<file path="config.mk">
export PLATFORM = sky130hd
export DESIGN_NAME = html_codepoint_to_utf8_unit
export DESIGN_NICKNAME = d
export VERILOG_FILES = /design/src/rtl/hcu_pkg.sv /design/src/rtl/hcu_encode.sv /design/src/rtl/html_codepoint_to_utf8_unit.sv
export SDC_FILE = /design/constraint.sdc
export NUM_CORES = 1
export LEC_CHECK = 0
export ABC_AREA = 1
export BUFFER_PORTS_ARGS = -buffer_cell sky130_fd_sc_hd__buf_4
export CORE_AREA = 2 2 94 96
export CTS_BUF_LIST = sky130_fd_sc_hd__clkbuf_4 sky130_fd_sc_hd__clkbuf_8
export DETAILED_ROUTE_END_ITERATION = 8
export DIE_AREA = 0 0 96 98
export PLACE_DENSITY = 0.8
export SLEW_MARGIN = 25
export SYNTH_ARGS = -nofsm -noshare
export SYNTH_HDL_FRONTEND = slang
export SYNTH_SLANG_ARGS = --single-unit
export TNS_END_PERCENT = 50
</file>
<file path="constraint.sdc">
create_clock -name clk -period 3.1 [get_ports clk]
set_input_delay 0.62 -clock clk [delete_from_list [all_inputs] [get_ports clk]]
set_output_delay 0.62 -clock clk [all_outputs]
set_load 0.02 [all_outputs]
</file>
<file path="src/rtl/hcu_pkg.sv">
// Package for the HTML code point to UTF-8 unit: result type, code constants
// and the Windows-1252 remap table. No dependencies.
`default_nettype none

package hcu_pkg;

	localparam logic [31:0] CP_CR     = 32'h0000_000D;
	localparam logic [31:0] CP_MAX    = 32'h0010_FFFF;
	localparam logic [31:0] CP_SUR_LO = 32'h0000_D800;
	localparam logic [31:0] CP_SUR_HI = 32'h0000_DFFF;
	localparam logic [31:0] CP_C1_LO  = 32'h0000_0080;
	localparam logic [31:0] CP_C1_HI  = 32'h0000_009F;
	localparam logic [31:0] CP_NC_LO  = 32'h0000_FDD0;
	localparam logic [31:0] CP_NC_HI  = 32'h0000_FDEF;

	localparam logic [7:0] ASCII_BSLASH = 8'h5C;
	localparam logic [7:0] ASCII_R      = 8'h72;
	localparam logic [7:0] ASCII_X      = 8'h78;

	// bytes[0] is the first byte on the wire
	typedef struct packed {
		logic [3:0][7:0] bytes;
		logic [2:0]      count;
	} result_t;

	function automatic result_t mk3(logic [7:0] b0, logic [7:0] b1, logic [7:0] b2,
			logic [7:0] b3, logic [2:0] n);
		result_t r;
		r.bytes = {b3, b2, b1, b0};
		r.count = n;
		return r;
	endfunction

	// Windows-1252 remap of 0x80..0x9F; undefined slots spell out \xNN
	function automatic result_t cp1252_lookup(logic [4:0] idx);
		result_t r;
		case (idx)
			5'd0:  r = mk3(8'hE2, 8'h82, 8'hAC, 8'h00, 3'd3);
			5'd1:  r = mk3(ASCII_BSLASH, ASCII_X, 8'h38, 8'h31, 3'd4);
			5'd2:  r = mk3(8'hE2, 8'h80, 8'h9A, 8'h00, 3'd3);
			5'd3:  r = mk3(8'hC6, 8'h92, 8'h00, 8'h00, 3'd2);
			5'd4:  r = mk3(8'hE2, 8'h80, 8'h9E, 8'h00, 3'd3);
			5'd5:  r = mk3(8'hE2, 8'h80, 8'hA6, 8'h00, 3'd3);
			5'd6:  r = mk3(8'hE2, 8'h80, 8'hA0, 8'h00, 3'd3);
			5'd7:  r = mk3(8'hE2, 8'h80, 8'hA1, 8'h00, 3'd3);
			5'd8:  r = mk3(8'hCB, 8'h86, 8'h00, 8'h00, 3'd2);
			5'd9:  r = mk3(8'hE2, 8'h80, 8'hB0, 8'h00, 3'd3);
			5'd10: r = mk3(8'hC5, 8'hA0, 8'h00, 8'h00, 3'd2);
			5'd11: r = mk3(8'hE2, 8'h80, 8'hB9, 8'h00, 3'd3);
			5'd12: r = mk3(8'hC5, 8'h92, 8'h00, 8'h00, 3'd2);
			5'd13: r = mk3(ASCII_BSLASH, ASCII_X, 8'h38, 8'h64, 3'd4);
			5'd14: r = mk3(8'hC5, 8'hBD, 8'h00, 8'h00, 3'd2);
			5'd15: r = mk3(ASCII_BSLASH, ASCII_X, 8'h38, 8'h66, 3'd4);
			5'd16: r = mk3(ASCII_BSLASH, ASCII_X, 8'h39, 8'h30, 3'd4);
			5'd17: r = mk3(8'hE2, 8'h80, 8'h98, 8'h00, 3'd3);
			5'd18: r = mk3(8'hE2, 8'h80, 8'h99, 8'h00, 3'd3);
			5'd19: r = mk3(8'hE2, 8'h80, 8'h9C, 8'h00, 3'd3);
			5'd20: r = mk3(8'hE2, 8'h80, 8'h9D, 8'h00, 3'd3);
			5'd21: r = mk3(8'hE2, 8'h80, 8'hA2, 8'h00, 3'd3);
			5'd22: r = mk3(8'hE2, 8'h80, 8'h93, 8'h00, 3'd3);
			5'd23: r = mk3(8'hE2, 8'h80, 8'h94, 8'h00, 3'd3);
			5'd24: r = mk3(8'hCB, 8'h9C, 8'h00, 8'h00, 3'd2);
			5'd25: r = mk3(8'hE2, 8'h84, 8'hA2, 8'h00, 3'd3);
			5'd26: r = mk3(8'hC5, 8'hA1, 8'h00, 8'h00, 3'd2);
			5'd27: r = mk3(8'hE2, 8'h80, 8'hBA, 8'h00, 3'd3);
			5'd28: r = mk3(8'hC5, 8'h93, 8'h00, 8'h00, 3'd2);
			5'd29: r = mk3(ASCII_BSLASH, ASCII_X, 8'h39, 8'h64, 3'd4);
			5'd30: r = mk3(8'hC5, 8'hBE, 8'h00, 8'h00, 3'd2);
			5'd31: r = mk3(8'hC5, 8'hB8, 8'h00, 8'h00, 3'd2);
			default: r = mk3(8'h00, 8'h00, 8'h00, 8'h00, 3'd0);
		endcase
		return r;
	endfunction

endpackage

`default_nettype wire

</file>
<file path="src/rtl/hcu_encode.sv">
// Combinational mapping of one code point to its output bytes and count.
// Depends on hcu_pkg.
`default_nettype none

module hcu_encode (
	input  logic [31:0]     code_point,
	output hcu_pkg::result_t res
);
	import hcu_pkg::*;

	logic is_repl;
	logic is_c1;
	logic is_drop;
	logic [4:0] c1_idx;

	always_comb begin
		is_repl = (code_point == 32'd0) || (code_point > CP_MAX) ||
			((code_point >= CP_SUR_LO) && (code_point <= CP_SUR_HI));
		is_c1   = (code_point >= CP_C1_LO) && (code_point <= CP_C1_HI);
		c1_idx  = code_point[4:0];
		// only consulted once out-of-range values are gone
		is_drop = (code_point inside {[32'h01:32'h08], 32'h0B, [32'h0E:32'h1F], 32'h7F}) ||
			((code_point >= CP_NC_LO) && (code_point <= CP_NC_HI)) ||
			(code_point[15:1] == 15'h7FFF);
	end

	always_comb begin
		res = mk3(8'h00, 8'h00, 8'h00, 8'h00, 3'd0);
		if (code_point == CP_CR) begin
			res = mk3(ASCII_BSLASH, ASCII_R, 8'h00, 8'h00, 3'd2);
		end else if (is_repl) begin
			res = mk3(8'hEF, 8'hBF, 8'hBD, 8'h00, 3'd3);
		end else if (is_c1) begin
			res = cp1252_lookup(c1_idx);
		end else if (is_drop) begin
			res = mk3(8'h00, 8'h00, 8'h00, 8'h00, 3'd0);
		end else if (code_point <= 32'h7F) begin
			res = mk3(code_point[7:0], 8'h00, 8'h00, 8'h00, 3'd1);
		end else if (code_point <= 32'h7FF) begin
			res = mk3({3'b110, code_point[10:6]}, {2'b10, code_point[5:0]},
				8'h00, 8'h00, 3'd2);
		end else if (code_point <= 32'hFFFF) begin
			res = mk3({4'b1110, code_point[15:12]}, {2'b10, code_point[11:6]},
				{2'b10, code_point[5:0]}, 8'h00, 3'd3);
		end else begin
			res = mk3({5'b11110, code_point[20:18]}, {2'b10, code_point[17:12]},
				{2'b10, code_point[11:6]}, {2'b10, code_point[5:0]}, 3'd4);
		end
	end

endmodule

`default_nettype wire

</file>
<file path="src/rtl/html_codepoint_to_utf8_unit.sv">
// Top level of the HTML code point to UTF-8 unit: input register, encoder,
// result register. Depends on hcu_pkg and hcu_encode.
//
// Usage:
//   Input channel: in_valid / in_ready carry one 32-bit code_point per
//   transfer. Output channel: out_valid / out_ready carry out_byte0..3 and
//   byte_count (0..4; 0 means the code point was dropped, unused bytes are 0).
//   Every input transfer yields exactly one output transfer, in order.
//   Path: a code point that is taken is held in the input register, goes
//   through the encoder and is held in the result register, from which it
//   is presented on the output channel.
//   Throughput: one code point per cycle while out_ready is high, set by both
//   pipeline registers; the encoder is pure compare-and-table logic, no loop.
//   Stall: when out_ready is low the result register holds; the input
//   register can still take one more item, so in_ready only falls once both
//   stages are full and the receiver is stalled.
//   Reset: arst_n low clears both valid flags at once; items in flight are
//   discarded, none is invented, and there is no configuration.
`default_nettype none

module html_codepoint_to_utf8_unit (
	input  logic        clk,
	input  logic        arst_n,
	input  logic        in_valid,
	output logic        in_ready,
	input  logic [31:0] code_point,
	output logic        out_valid,
	input  logic        out_ready,
	output logic [7:0]  out_byte0,
	output logic [7:0]  out_byte1,
	output logic [7:0]  out_byte2,
	output logic [7:0]  out_byte3,
	output logic [2:0]  byte_count
);
	import hcu_pkg::*;

	logic        valid_s1;
	logic [31:0] cp_s1;
	logic        valid_s2;
	result_t     res_s2;
	result_t     enc_res;
	logic        s2_load;
	logic        s1_load;

	// stage 2 frees up when empty or when its result leaves this cycle
	assign s2_load  = !valid_s2 || out_ready;
	assign in_ready = !valid_s1 || s2_load;
	assign s1_load  = in_ready;

	hcu_encode u_encode (
		.code_point (cp_s1),
		.res        (enc_res)
	);

	always_ff @(posedge clk or negedge arst_n) begin
		if (!arst_n) begin
			valid_s1 <= 1'b0;
			valid_s2 <= 1'b0;
		end else begin
			if (s1_load) begin
				valid_s1 <= in_valid;
			end
			if (s2_load) begin
				valid_s2 <= valid_s1;
			end
		end
	end

	// payload, no reset needed
	always_ff @(posedge clk) begin
		if (s1_load && in_valid) begin
			cp_s1 <= code_point;
		end
		if (s2_load && valid_s1) begin
			res_s2 <= enc_res;
		end
	end

	assign out_valid  = valid_s2;
	assign out_byte0  = res_s2.bytes[0];
	assign out_byte1  = res_s2.bytes[1];
	assign out_byte2  = res_s2.bytes[2];
	assign out_byte3  = res_s2.bytes[3];
	assign byte_count = res_s2.count;

endmodule

`default_nettype wire

</file>
==> qor.yml <==
outcome:
  status: "finished, final reports clean"
sta:
  skew_ns: 0.00637
  setup_viol: 0
  worst_slew_pin_slew_ns: 0.688
  fin_crit_sh: 0.814
  timing.hold.ws_ns: 0.0287
  max_freq_mhz: 396
  relSlewSlack: 0.538
  fin_crit_ns: 2.52
  hold_violations: 0
  rsz0062_at_grt: "no"
  finalSetupTns_ns: 0
  slew_violations: 0
final_layout:
  drive_above_1_share: 0.235
  synthToLayoutAreaGrowth_pct: 17.2
  final_common_cell: "nand2_1"
  n_antenna_cell: 0
  nets: 660
  fill_cells: 696
  layout_common_cells: "114 x nand2_1, 88 x nor2_1, 76 x buf_4, 66 x edfxtp_1, 41 x inv_1"
global_routing:
  grt_overflow: 0
  grt_usage: 0.274
  grt_max_degree: 35
  grt_first_pass_wirelength_um: 19600
  grt_pass1_vias: 3845
  antenna_found_initial: 0
critical_path:
  crit_chain: "nand3_2 -> nand2_2 -> o21ai_1 -> inv_1 -> ha_1 -> inv_1 -> nor2_1 -> nor3_1 -> and2_1 -> nor2_1"
  crit_type: "flip-flop to flip-flop"
  cpPeakStageDelay_ns: 0.59
  cp.required_ns: 3.35
  cp_slowest_cell: "o21ai_1"
  critPathLaunchType: "flip-flop"
  crit_path_end_kind: "flip-flop"
  crit_fanout: 12
  critPathArrivalTime_ns: 2.77
logic_synthesis:
  synth.distinct_cells: 44
  synthArstFlopShare: 0.0220
  syn-num-nets: 589
  yosys.area.top_type_share: 0.414
  synthFlopType: "edfxtp_1"
  synth_edf_count: 66
  synth_cells: 546
  yosys_warnings: 0
  synthTopCellsByArea: "edfxtp_1 41%, dfxtp_1 9.6%, nand2_1 8.9%, nor2_1 6.9%, inv_1 3.2%"
  yosys.area.top_type: "edfxtp_1"
  ys_seq_elements: 91
  syn_area_um2: 4780
  syn_area_per_cell_um2: 8.76
  yosysSeqAreaShare: 0.521
clocking:
  clockRootBuffer: "clkbuf_8"
  cts_setup_buffers: 0
  clk_pin_slew_ns: 0.09
  cts_resized: 0
  cts_tree: "built"
  cts_max_path_buffers: 2
  clock-sinks: 91
  ctsHtreeMaxLevel: 3
  postCtsHoldBufs: 0
  clk_latency_ns: 0.36
  cts_buffers: 9
route:
  vias_per_cell: 5.59
  drt_first_pass_iters: 5
  vias: 4078
  drt_iter0_drc: 298
  ant_nets: 0
  remaining_drc_errors: 0
  wl_um: 12000
  wl_per_cell_um: 16.5
floorplan:
  initial_core_util: 0.565
  fp.dieH_um: 98
  core_area_um2: 8470
  num_rows: 34
  ioPinCount: 73
  die_x_um: 96
  dieArea_um2: 9410
pwr:
  p_int_uw: 1960
  power_frac_seq: 0.536
  p_comb_frac: 0.152
  p_switching_uw: 804
  power_per_cell_area_nw_per_um2: 493
  leakagePower_uw: 0.00232
  power.share.switching: 0.291
  peakVddDrop_uv: 351
  pwr-share-clk: 0.313
  p_total_uw: 2760
place:
  numPortBuffers: 71
  gp_congestion: 0.970
  dp_hpwl_um: 9080
hold_path:
  worstHoldPathType: "primary input to async pin"
flow_run:
  drv_cap: 0
[Yosys cell counts, types with 5 or more instances]
master and instances:
nand2_1 114, o21ai_1 19, edfxtp_1 66, nor2_1 88, o21ai_0 22, nand2_2 5, nor3_1 12, o21bai_1 7
ha_1 7, nand4_1 5, dfxtp_1 23, a21oi_1 23, inv_2 20, a22oi_1 8, nand3_1 18, o211ai_1 6
nor2_2 5, inv_1 41, o21ai_2 5, buf_2 8
[stage by stage]
stage                     area [um2]  cells  worst slack [ns]   util
final                           5610    730             0.576  0.662
after global routing            5610    730             0.412  0.662
after CTS                       5610    730             0.653  0.662
after detailed placement        5390    714             0.388  0.636
after global placement          5390    714             0.528  0.636
after floorplan                 4780    546             0.341      -
[logic make-up after synthesis]
logic type               share of synthesized area
adder cells (fa/ha/maj)                     0.0183
AND/OR/NAND/NOR                              0.262
buffers and inverters                       0.0740
AO/OA/AOI/OAI                                0.124
flip-flops                                   0.521
other                                     0.000784
[critical path, delay by kind of cell (launching register included)]
kind	cells	cell delay, ns
AOI/OAI and AO/OA	1	0.59
adders and majority gates	1	0.27
buffers and inverters	2	0.35
DFF	1	0.46
and+or+nand+nor	6	0.74
[path summary, 6_finish.rpt]
check                          startpoint   endpoint  slack, ns  depth (start not counted)
setup / recovery                out_valid  flip-flop       0.58                         10
hold / removal                     arst_n   valid_s1       0.03                          1
hold reg to reg                  valid_s1  out_valid       0.55                          2
setup reg to reg                out_valid  flip-flop       0.58                         10
max in group asynchronous          arst_n  out_valid       2.99                          1
min in group clk           code_point[29]  cp_s1[29]       0.43                          1
[metal layers]
| metal | vias to the layer above | GRT usage | part of all wire | wire length, um |
|---|---|---|---|---|
| li1 | 1965 | - | - | - |
| met1 | 1884 | 0.394 | 0.43 | 5230 |
| met2 | 200 | 0.407 | 0.45 | 5450 |
| met3 | 29 | 0.0579 | 0.084 | 1020 |
| met4 | 0 | 0.103 | 0.029 | 346 |
| met5 | - | 0 | 0 | 0 |
[power groups by stage]
stage | sequential, uW | clock, uW | combinational [uW]
2_1_floorplan | 1510 | 0 | 250
3_3_place_gp | 1500 | 0 | 407
3_5_place_dp | 1510 | 0 | 413
4_1_cts | 1480 | 876 | 415
5_1_grt | 1490 | 935 | 460
6_report | 1480 | 864 | 419
[final cells by class]
| type | instances | area, um2 | share of cell area |
|---|---|---|---|
| clock inverter | 7 | 95.1 | 0.0170 |
| clock buffer | 9 | 124 | 0.0221 |
| sequential | 91 | 2490 | 0.445 |
| inverter | 63 | 239 | 0.0426 |
| multi-input combinational | 376 | 1950 | 0.348 |
| timing repair buffer | 76 | 571 | 0.102 |
| tap | 108 | 135 | 0.0241 |
(Power assumes the default switching activity.)
